<file path="src/rtl/command_queue_with_byte_ring_core_assert.svh">
// ----------------------------------------------------------------------------
// Command queue assertion macros
// Shared property forms for the command queue checks.
// ----------------------------------------------------------------------------
`ifndef COMMAND_QUEUE_WITH_BYTE_RING_CORE_ASSERT_SVH
`define COMMAND_QUEUE_WITH_BYTE_RING_CORE_ASSERT_SVH

// Same-cycle implication, checked out of reset.
`define CQBR_ASSERT_IMP(label, clk, rst_n, ante, cons) \
  label: assert property (@(posedge clk) disable iff (!rst_n) (ante) |-> (cons)) \
    else $error("cqbr: same-cycle check failed");

// Next-cycle implication, checked out of reset.
`define CQBR_ASSERT_NXT(label, clk, rst_n, ante, cons) \
  label: assert property (@(posedge clk) disable iff (!rst_n) (ante) |=> (cons)) \
    else $error("cqbr: next-cycle check failed");

`endif

</file>
<file path="src/rtl/cqbr_pkg.sv">
// ----------------------------------------------------------------------------
// Command queue package
// Shared codes, widths and the request record passed from front to back.
// ----------------------------------------------------------------------------
package cqbr_pkg;

  localparam int unsigned SlotsDef  = 32;
  localparam int unsigned BytesDef  = 512;
  localparam int unsigned MaxLenDef = 128;

  localparam int unsigned CmdW    = 2;
  localparam int unsigned DataW   = 8;
  localparam int unsigned LenW    = 8;
  localparam int unsigned StatusW = 3;

  // Depth of the queue between front and back.
  localparam int unsigned QueueDepth = 2;

  localparam logic [CmdW-1:0] CMD_LOAD = 2'd0;
  localparam logic [CmdW-1:0] CMD_PULL = 2'd1;
  localparam logic [CmdW-1:0] CMD_RESP = 2'd2;

  localparam logic [StatusW-1:0] ST_OK       = 3'd0;
  localparam logic [StatusW-1:0] ST_NO_SLOT  = 3'd1;
  localparam logic [StatusW-1:0] ST_TOO_LONG = 3'd2;
  localparam logic [StatusW-1:0] ST_NO_SPACE = 3'd3;
  localparam logic [StatusW-1:0] ST_IDLE     = 3'd4;

  typedef enum logic [1:0] {
    OP_LOAD,
    OP_PULL,
    OP_RESP,
    OP_NONE
  } op_e;

  typedef struct packed {
    op_e              op;
    logic [DataW-1:0] data;
    logic [LenW-1:0]  len;
  } item_t;

endpackage

</file>
<file path="src/rtl/cqbr_front.sv">
// ----------------------------------------------------------------------------
// Command queue front stage
// Accepts requests, decodes the command code and registers the request.
// ----------------------------------------------------------------------------
module cqbr_front import cqbr_pkg::*; (
  input  logic             clk_i,
  input  logic             rst_ni,
  input  logic             push_i,
  output logic             full_o,
  input  logic [CmdW-1:0]  command_i,
  input  logic [DataW-1:0] data_byte_i,
  input  logic [LenW-1:0]  cmd_length_i,
  output logic             item_valid_o,
  output item_t            item_o,
  input  logic             item_ready_i
);

  logic  stage_valid_q, stage_valid_d;
  item_t stage_q;
  op_e   op_d;
  logic  accept;

  always_comb begin
    case (command_i)
      CMD_LOAD: op_d = OP_LOAD;
      CMD_PULL: op_d = OP_PULL;
      CMD_RESP: op_d = OP_RESP;
      default:  op_d = OP_NONE;
    endcase
  end

  // Hold off new requests only while the stage is occupied and cannot drain.
  assign full_o = stage_valid_q && !item_ready_i;
  assign accept = push_i && !full_o;

  always_comb begin
    stage_valid_d = stage_valid_q;
    if (accept) begin
      stage_valid_d = 1'b1;
    end else if (item_ready_i) begin
      stage_valid_d = 1'b0;
    end
  end

  always_ff @(posedge clk_i or negedge rst_ni) begin
    if (!rst_ni) begin
      stage_valid_q <= 1'b0;
    end else begin
      stage_valid_q <= stage_valid_d;
    end
  end

  always_ff @(posedge clk_i) begin
    if (accept) begin
      stage_q <= '{op: op_d, data: data_byte_i, len: cmd_length_i};
    end
  end

  assign item_valid_o = stage_valid_q;
  assign item_o       = stage_q;

endmodule

</file>
<file path="config.mk">
export PLATFORM = sky130hd
export DESIGN_NAME = cqbr_front
export DESIGN_NICKNAME = d
export VERILOG_FILES = /design/src/rtl/command_queue_with_byte_ring_core_assert.svh /design/src/rtl/cqbr_pkg.sv /design/src/rtl/cqbr_front.sv
export SDC_FILE = /design/constraint.sdc
export NUM_CORES = 1
export LEC_CHECK = 0
export BUFFER_PORTS_ARGS = -buffer_cell sky130_fd_sc_hd__buf_2
export CAP_MARGIN = 20
export CORE_AREA = 10 10 49 51
export CTS_BUF_LIST = sky130_fd_sc_hd__clkbuf_8
export DETAILED_ROUTE_END_ITERATION = 16
export DIE_AREA = 0 0 59 61
export PLACE_DENSITY = 0.81
export SLEW_MARGIN = 10
export SYNTH_ARGS = -nofsm -noshare
export SYNTH_HDL_FRONTEND = slang
export SYNTH_SLANG_ARGS = --single-unit
</file>
<file path="constraint.sdc">
create_clock -name clk_i -period 2.3 [get_ports clk_i]
set_clock_uncertainty 0.05 [all_clocks]
set_input_delay 0.23 -clock clk_i [delete_from_list [all_inputs] [get_ports clk_i]]
set_output_delay 0.23 -clock clk_i [all_outputs]
set_load 0.01 [all_outputs]
</file>
==> results.txt <==
For the worst setup path, the data arrival time is 0.90 ns. The total non-filler cell area in the finished layout came out at 880 um^2. The critical path is of the reg2out type. The xor and xnor area share after synthesis is 0%. The remaining design rule violation count came out at 0.

After layout, the minimum clock period comes to 1.18 ns. The final-layout fill cell count is 122. The first detailed-routing pass took 4 iterations.

The number of warnings printed during yosys synthesis is 0. The share of synthesized cell area in full adder, half adder and majority cells came out at 0%. The library cell with the largest summed area after synthesis is edfxtp_1. The overall die width came out at 59 um. The area of the mapped netlist is 606 um^2.

The longest clock path from root to sink contains 2 buffers. Clock tree synthesis selected as its root buffer the cell clkbuf_8. The startpoint class of the critical path is a flip-flop.

The worst-case headroom to the max-slew limit is 84.5%. The combined global-route utilization of all metal layers came out at 8.75%. The portion of synthesized cell area occupied by the leading cell type is 89.3%. The count of final hold-check violations was 0. In this run, synthesis inferred 18 flip-flops with an integrated enable. The ratio of routed vias to standard cells came out at 4.44. The register bit total from synthesis came out at 19. In the synthesized netlist the async set-or-reset flop fraction comes to 5.26%.

The number of buffer cells added on primary ports came out at 41. The post-cts repair resize count is 0. STA classifies the critical path endpoint as a primary output. The count of final max-slew check failures is 0.

The utilization of the core after routing came out at 59.8%. The floorplan row count is 14. The peak supply drop came out at 0.553 mV. The total clock sinks is 19.

The area added between synthesis and finish is 45.2%. The post-synth net total came out at 47. The area of the die is 3600 um^2. The CTS tree is yes. The number of global-route vias before repair is 409. After clock tree synthesis, the clock-pin slew on the worst setup and hold paths is 0.07 ns. The max-cap violation count is 0. The leakage power summed over all cells came out at 0.396 nW. The routability-driven placement congestion ratio came out at 0.631. The largest fanout on the critical path is 3. The setup TNS came out at 0 ns. The number of vias after detailed routing came out at 377.

The largest net degree at the start of global routing is 19. The maximum clock frequency is 0.845 GHz. Once placement finished, the instance area stood at 823 um^2. The share of the clock period used by the worst path is 51.5%. The starting utilization of the core area came out at 41.2%. The per-cell routed wire length is 18.2 um. The overall overflow remaining after global route came out at 0. The post-synthesis mux area share is 0%. The worst hold path belongs to the class in2reg. The sum of routed wire length over all layers is 1.55 mm. The first global-routing pass estimated 2.26 mm of wire.

After floorplanning, the core was sized to cover 1470 um^2. The final count of negative-setup-slack endpoints came out at 0. Synthesis instantiated 7 different standard cells from the library.

The complex-gate fraction of the synthesized area is 0%. Of the cells placed in the final design, the portion with a size suffix greater than 1 is 68.1%. The required time of the critical path is 2.02 ns. edfxtp_1 is the most common cell in the netlist.

The flow ran to the end, and the final reports show no timing, DRC or antenna violations. By count the netlist is led by edfxtp_1 (18), clkbuf_1 (2). Ranked by total cell area, the synthesized netlist is headed by edfxtp_1 (89%), dfrtp_1 (4.1%), nand2b_4 (2.3%). The cell area power density came out at 784 nW/um^2. By area, the combinational part of the netlist is dominated by simple AND/OR/NAND/NOR gates. In this run the remaining antenna-violating nets after routing total 0. The H-tree level count is 1. The initial antenna violation count is 0. The number of buffers created by CTS came out at 3. After technology mapping, the gate count stands at 25. After the first detailed-routing iteration, the DRC count stood at 9. The height of the die came out at 61 um. The commonest register cell after synthesis is edfxtp_1. 42 I/O pins were placed. The slew at the pin closest to its max-slew limit is 0.233 ns.

The number of placed instances with taps included came out at 80. The number of antenna cells inserted is 0. The clock insertion delay at the later pin of the skew report came out at 0.25 ns. Leaving out filler cells and counting taps, the final layout contains 85.

For this run, the post-layout net count is 92. Setup repair after global routing left no endpoint under its margin. The post-synthesis area per instance came out at 24.2 um^2. The synthesized netlist devotes 4.75% of its cell area to simple gates.

Sequential elements use 93.4% of the synthesized area.
## layout by cell type (no fill, tap or decap)
cell,synthesis,final
nand2b_4,1,1
edfxtp_1,18,18
inv_1,1,1
dfrtp_1,1,1
clkinv_2,0,1
buf_2,0,41
clkbuf_8,0,3
nand2b_1,1,1
and2_4,1,1
dlygate4sd3_1,0,1
## registers in the layout (all words and copies together), names as in the netlist
signal	count
item_valid_o	1
item_o	18
## cell type report
type                       count  area, um^2  share of cell area [%]
sequential                    19         566                    64.3
inverter                       1        3.75                   0.427
timing repair buffer          42         215                    24.5
multi-input combinational      3        28.8                    3.27
tap                           16        20.0                    2.28
clock buffer                   3        41.3                    4.69
clock inverter                 1        5.00                   0.569
## worst paths after layout
kind / depth (start not counted) / endpoint / start / slack (ns)
setup / recovery: 3 / full_o / item_valid_o$_DFFE_PN0P_ / 1.12
hold / removal: 1 / item_o[4]$_DFFE_PP_ / cmd_length_i[4] / 0.1
setup reg to reg: 2 / item_o[3]$_DFFE_PP_ / item_valid_o$_DFFE_PN0P_ / 1.16
hold reg to reg: 2 / item_valid_o$_DFFE_PN0P_ / item_valid_o$_DFFE_PN0P_ / 0.51
max in group asynchronous: 2 / item_valid_o$_DFFE_PN0P_ / rst_ni / 1.88
min in group asynchronous: 2 / item_valid_o$_DFFE_PN0P_ / rst_ni / 0.24
## kinds of logic after synthesis
| group | after synthesis |
|---|---|
| flops | 19 |
| buf+inv | 3 |
| simple gates | 3 |
## repair_timing
| action | 4_1_cts | 5_1_grt |
|---|---|---|
| hold buffers | 1 | 0 |
| setup buffers | 0 | 0 |
| hold endpoints to repair | 1 | 0 |
## power by group
part | switching (mW) | internal, mW | total, mW
logic | 0.0318 | 0.0297 | 0.0615
clock network | 0.101 | 0.120 | 0.221
registers | 0.00562 | 0.402 | 0.407
total | 0.138 | 0.551 | 0.690
## critical path, cell delays in order, from the launching register on
cell,delay [ns]
dfrtp_1,0.41
nand2b_4,0.09
inv_1,0.04
buf_2,0.13
## routing by layer
metal  share of wire [%]  vias up  global-route usage [%]
li1                    -      177                       -
met1                  30      175                    7.15
met2                  59       21                    16.4
met3                  10        4                    5.22
met4                 1.2        0                    3.93
met5                   0        -                       0
## per-stage QoR
stage	hold WS [ns]	setup WS [ns]	power [mW]
3_5_place_dp	-0.0437	1.16	0.477
2_1_floorplan	-0.116	1.18	0.437
5_1_grt	0.0827	1.06	0.723
4_1_cts	0.0949	1.10	0.698
3_3_place_gp	-0.0448	1.19	0.473
6_report	0.0998	1.12	0.690
No activity file was read; power rests on OpenSTA's default activity.
