`config.mk`:
```
export PLATFORM = sky130hd
export DESIGN_NAME = cqbr_fifo
export DESIGN_NICKNAME = d
export VERILOG_FILES = /design/src/rtl/command_queue_with_byte_ring_core_assert.svh /design/src/rtl/cqbr_pkg.sv /design/src/rtl/cqbr_fifo.sv
export SDC_FILE = /design/constraint.sdc
export NUM_CORES = 1
export LEC_CHECK = 0
export BUFFER_PORTS_ARGS = -buffer_cell sky130_fd_sc_hd__buf_2
export CAP_MARGIN = 20
export CORE_MARGIN = 5
export CORE_UTILIZATION = 50
export DETAILED_ROUTE_END_ITERATION = 8
export GPL_ROUTABILITY_DRIVEN = 1
export PLACE_DENSITY = 0.74
export SLEW_MARGIN = 20
export SYNTH_ARGS = -nofsm -noshare
export SYNTH_HDL_FRONTEND = slang
export SYNTH_SLANG_ARGS = --single-unit
```
`constraint.sdc`:
```
create_clock -name clk_i -period 2.2 [get_ports clk_i]
set_input_delay 0.11 -clock clk_i [delete_from_list [all_inputs] [get_ports clk_i]]
set_output_delay 0.11 -clock clk_i [all_outputs]
set_load 0.03 [all_outputs]
```
`src/rtl/command_queue_with_byte_ring_core_assert.svh`:
```
// ----------------------------------------------------------------------------
// Command queue assertion macros
// Shared property forms for the command queue checks.
// ----------------------------------------------------------------------------
`ifndef COMMAND_QUEUE_WITH_BYTE_RING_CORE_ASSERT_SVH
`define COMMAND_QUEUE_WITH_BYTE_RING_CORE_ASSERT_SVH

// Same-cycle implication, checked out of reset.
`define CQBR_ASSERT_IMP(label, clk, rst_n, ante, cons) \
  label: assert property (@(posedge clk) disable iff (!rst_n) (ante) |-> (cons)) \
    else $error("cqbr: same-cycle check failed");

// Next-cycle implication, checked out of reset.
`define CQBR_ASSERT_NXT(label, clk, rst_n, ante, cons) \
  label: assert property (@(posedge clk) disable iff (!rst_n) (ante) |=> (cons)) \
    else $error("cqbr: next-cycle check failed");

`endif

```
`src/rtl/cqbr_pkg.sv`:
```
// ----------------------------------------------------------------------------
// Command queue package
// Shared codes, widths and the request record passed from front to back.
// ----------------------------------------------------------------------------
package cqbr_pkg;

  localparam int unsigned SlotsDef  = 32;
  localparam int unsigned BytesDef  = 512;
  localparam int unsigned MaxLenDef = 128;

  localparam int unsigned CmdW    = 2;
  localparam int unsigned DataW   = 8;
  localparam int unsigned LenW    = 8;
  localparam int unsigned StatusW = 3;

  // Depth of the queue between front and back.
  localparam int unsigned QueueDepth = 2;

  localparam logic [CmdW-1:0] CMD_LOAD = 2'd0;
  localparam logic [CmdW-1:0] CMD_PULL = 2'd1;
  localparam logic [CmdW-1:0] CMD_RESP = 2'd2;

  localparam logic [StatusW-1:0] ST_OK       = 3'd0;
  localparam logic [StatusW-1:0] ST_NO_SLOT  = 3'd1;
  localparam logic [StatusW-1:0] ST_TOO_LONG = 3'd2;
  localparam logic [StatusW-1:0] ST_NO_SPACE = 3'd3;
  localparam logic [StatusW-1:0] ST_IDLE     = 3'd4;

  typedef enum logic [1:0] {
    OP_LOAD,
    OP_PULL,
    OP_RESP,
    OP_NONE
  } op_e;

  typedef struct packed {
    op_e              op;
    logic [DataW-1:0] data;
    logic [LenW-1:0]  len;
  } item_t;

endpackage

```
`src/rtl/cqbr_fifo.sv`:
```
// ----------------------------------------------------------------------------
// Command queue decoupling FIFO
// Short request queue that lets front and back stall independently.
// ----------------------------------------------------------------------------
module cqbr_fifo import cqbr_pkg::*; (
  input  logic  clk_i,
  input  logic  rst_ni,
  input  logic  push_i,
  input  item_t wr_item_i,
  output logic  full_o,
  input  logic  pop_i,
  output item_t rd_item_o,
  output logic  empty_o
);

  localparam int unsigned PtrW = (QueueDepth > 1) ? $clog2(QueueDepth) : 1;
  localparam int unsigned CntW = $clog2(QueueDepth + 1);

  item_t            entry_q [QueueDepth];
  logic [PtrW-1:0]  wr_ptr_q, wr_ptr_d;
  logic [PtrW-1:0]  rd_ptr_q, rd_ptr_d;
  logic [CntW-1:0]  count_q, count_d;
  logic             do_push, do_pop;

  assign full_o  = (count_q == CntW'(QueueDepth));
  assign empty_o = (count_q == '0);
  assign do_push = push_i && !full_o;
  assign do_pop  = pop_i && !empty_o;

  always_comb begin
    wr_ptr_d = wr_ptr_q;
    rd_ptr_d = rd_ptr_q;
    count_d  = count_q;
    if (do_push) begin
      wr_ptr_d = (wr_ptr_q == PtrW'(QueueDepth - 1)) ? '0 : wr_ptr_q + 1'b1;
    end
    if (do_pop) begin
      rd_ptr_d = (rd_ptr_q == PtrW'(QueueDepth - 1)) ? '0 : rd_ptr_q + 1'b1;
    end
    if (do_push && !do_pop) begin
      count_d = count_q + 1'b1;
    end else if (do_pop && !do_push) begin
      count_d = count_q - 1'b1;
    end
  end

  always_ff @(posedge clk_i or negedge rst_ni) begin
    if (!rst_ni) begin
      wr_ptr_q <= '0;
      rd_ptr_q <= '0;
      count_q  <= '0;
    end else begin
      wr_ptr_q <= wr_ptr_d;
      rd_ptr_q <= rd_ptr_d;
      count_q  <= count_d;
    end
  end

  always_ff @(posedge clk_i) begin
    if (do_push) begin
      entry_q[wr_ptr_q] <= wr_item_i;
    end
  end

  assign rd_item_o = entry_q[rd_ptr_q];

endmodule

```
==> summary.md <==
| Metric | Value |
|---|---|
| Outcome | finished clean |
| Post-Synth Simple-Gate Area | 1.78% |
| Worst-path maximum fanout | 13 |
| Remaining DRCs | 0 |
| Post-Synth XOR/XNOR Area | 2.83% |
| Critical path buffers and inverters | 2 |
| Fin area | 0.00204 mm² |
| Starting Density | 51.5% |
| Crit-path leading delay family | flip-flops |
| Post-CTS Setup Repair Bufs | 0 |
| Crit-path cells | buf_4 > mux2_4 > buf_2 |
| Startpoint class of the critical path | register |
| Largest family of logic cells by synthesized area | multiplexers |
| Die height | 65.6 µm |
| Synth area leader | edfxtp_1 |
| Syn Inst Count | 75 |
| Dpl cell area | 0.00181 mm² |
| Initial antenna violation count | 0 |
| PD cells | 1270 mW/mm² |
| # resized after CTS | 0 |
| IO buf count | 41 |
| Site row count | 20 |
| Longest Clk Path Bufs | 2 |
| Share of cells above drive strength 1 | 47.9% |
| Hold Vio Cnt, Final | 0 |
| Slew Viols, Final | 0 |
| Worst setup path category | reg2out |
| CTS sink cnt | 40 |
| Io pins | 42 |
| Iter 0 DRT Violations | 34 |
| Die area | 0.00430 mm² |
| Clk_lat worst skew | 330 ps |
| Crit path required time | 2090 ps |
| Worst Skew | 13.0 ps |
| Nets@finish | 167 |
| Peak supply drop | 655 µV |
| Clock slew at reported path FFs | 90 ps |
| Share of the synthesized area in the top cell type | 70.0% |
| Mapped Area | 0.00155 mm² |
| Diodes inserted | 0 |
| Synth Area in Compound Gates | 0.324% |
| HPWL Detailed | 1830 µm |
| Critical Path Slowest Stage Cell | dfrtp_1 |
| RSZ-0062 raised after global routing | no |
| CTS tree | built |
| Gpl congestion | 0.663 |
| Synth cell types | 15 |
| Post-DRT Antenna Nets | 0 |
| Max cap viols | 0 |
| Hold_buf cts | 19 |
| Worst-Margin Slew | 596 ps |
| Ys Warns | 0 |
| CP endpoint kind | primary output |
| Leak | 0.838 nW |
| Die Wd | 65.6 µm |
| Synth Area per Inst | 20.6 µm² |
| Clock root buffer | clkbuf_4 |
| First-pass GRT wire length | 4380 µm |
| Fin crit share | 88.8% |
| TritonRoute pass-1 iters | 4 |
| Slowest stage delay, CP | 730 ps |
| Final-report setup violation count | 0 |
| Synthesized netlist net count | 98 |
| Type of the worst min-delay path | in2async |
| Total CTS buffers | 5 |
| Area Overhead vs Synth | 32.1% |
| Drt wl/cell | 15.0 µm |
| Detailed-route wire length | 2650 µm |
| Vias per cell | 4.93 |
| Fmax | 512 MHz |
| Setup tns final | 0 ps |
| Slew HR | 60.3% |
| Core area | 0.00300 mm² |
| Total gr overflow | 0 |
| Vias | 873 |
| Synth Area in Adders | 0.810% |
| Seq/Total Area, Yosys | 76.4% |
| Synth area leaders | edfxtp_1 (70%), mux2_4 (8.7%), mux2_2 (6.6%), dfrtp_1 (6.5%), xnor2_1 (1.7%) |
| Final Critical Period | 1950 ps |
| Largest net degree at the start of global routing | 14 |
| CP arrival | 1840 ps |
| Mux contribution to synthesized area | 15.3% |
| Htree depth | 2 |
| Vias in the first global route | 922 |
| #FFs+latches synth | 40 |
| Overall Global Routing Usage | 14.4% |
## layout make-up
| class | instances | area [µm²] |
|---|---|---|
| Fill cell | 203 | 962 |
| Timing Repair Buffer | 64 | 438 |
| Multi-Input combinational cell | 31 | 328 |
| Clock buffer | 7 | 45.0 |
| Sequential cell | 40 | 1180 |
| Tap cell | 33 | 41.3 |
| Inverter | 2 | 7.51 |
## flip-flops by register name, summed over array words and instances, names as in the netlist
register	count
count_q	2
wr_ptr_q	1
entry_q	36
rd_ptr_q	1
## power by group
part           total (mW)  switching [mW]  internal (mW)
Combinational        1.10           0.632          0.465
Clock               0.322           0.201          0.121
Sequential           1.16           0.118           1.05
Total                2.58           0.951           1.63
## layout by cell type, fill, tap and decap left out, drive strengths merged
| master | count |
|---|---|
| nor2 | 3 |
| clkbuf | 7 |
| dlygate4sd3 | 19 |
| ha | 1 |
| dfrtp | 4 |
| edfxtp | 36 |
| mux2 | 18 |
| xor2 | 2 |
| o21ai | 1 |
| xnor2 | 3 |
| buf | 45 |
| inv | 2 |
| and3 | 1 |
| nand2b | 1 |
| nand2 | 1 |
## through the flow
| step | hold slack (ps) | setup WS [ps] | utilization, % | instances | power, mW |
|---|---|---|---|---|---|
| after floorplan | -186 | 382 | - | 75 | 2.00 |
| after global placement | -78.9 | 622 | 60.1 | 151 | 2.24 |
| after detailed placement | -78.7 | 573 | 60.1 | 151 | 2.27 |
| after CTS | 93.7 | 199 | 68.0 | 177 | 2.62 |
| after global routing | 95.6 | 131 | 68.0 | 177 | 2.73 |
| final | 103 | 247 | 68.0 | 177 | 2.58 |
## synthesized netlist by cell type
cell type / n
and3_1: 1
buf_12: 1
buf_6: 1
dfrtp_1: 4
edfxtp_1: 36
ha_1: 1
inv_1: 2
mux2_2: 9
mux2_4: 9
nand2_1: 1
nand2b_1: 1
nor2_1: 3
o21ai_1: 1
xnor2_1: 3
xor2_1: 2
## worst reg2reg max path, stage by stage, from the launching register on
cell and delay, ps:
dfrtp_1 430, nand2b_1 170, nand2_1 120, nor2_2 360
buf_12 210
## routing by layer
metal	wire length, µm	global-route usage [%]
met3	121	4.10
met1	1030	16.6
met5	0	0
met4	51	7.77
met2	1450	24.3
## cells by family (layout without fill, tap and decap cells)
logic type,Yosys count,in the layout
XOR/XNOR,5,5
AO/OA/AOI/OAI,1,1
adder cells (fa/ha/maj),1,1
AND/OR/NAND/NOR,6,6
multiplexers,18,18
flip-flops,40,40
buffers and inverters,4,73
## worst paths after layout
kind | startpoint | slack [ps] | cells past startpoint | to
max in group asynchronous | rst_ni | 1980 | 2 | wr_ptr_q
min | rst_ni | 100 | 2 | count_q[1]
min in group clk_i | pop_i | 100 | 3 | rd_ptr_q
min reg2reg | wr_ptr_q | 520 | 1 | wr_ptr_q
max reg2reg | count_q[0] | 640 | 4 | entry_q[0][17]
max | rd_ptr_q | 250 | 3 | rd_item_o[12]
No activity file was read; power rests on OpenSTA's default activity.
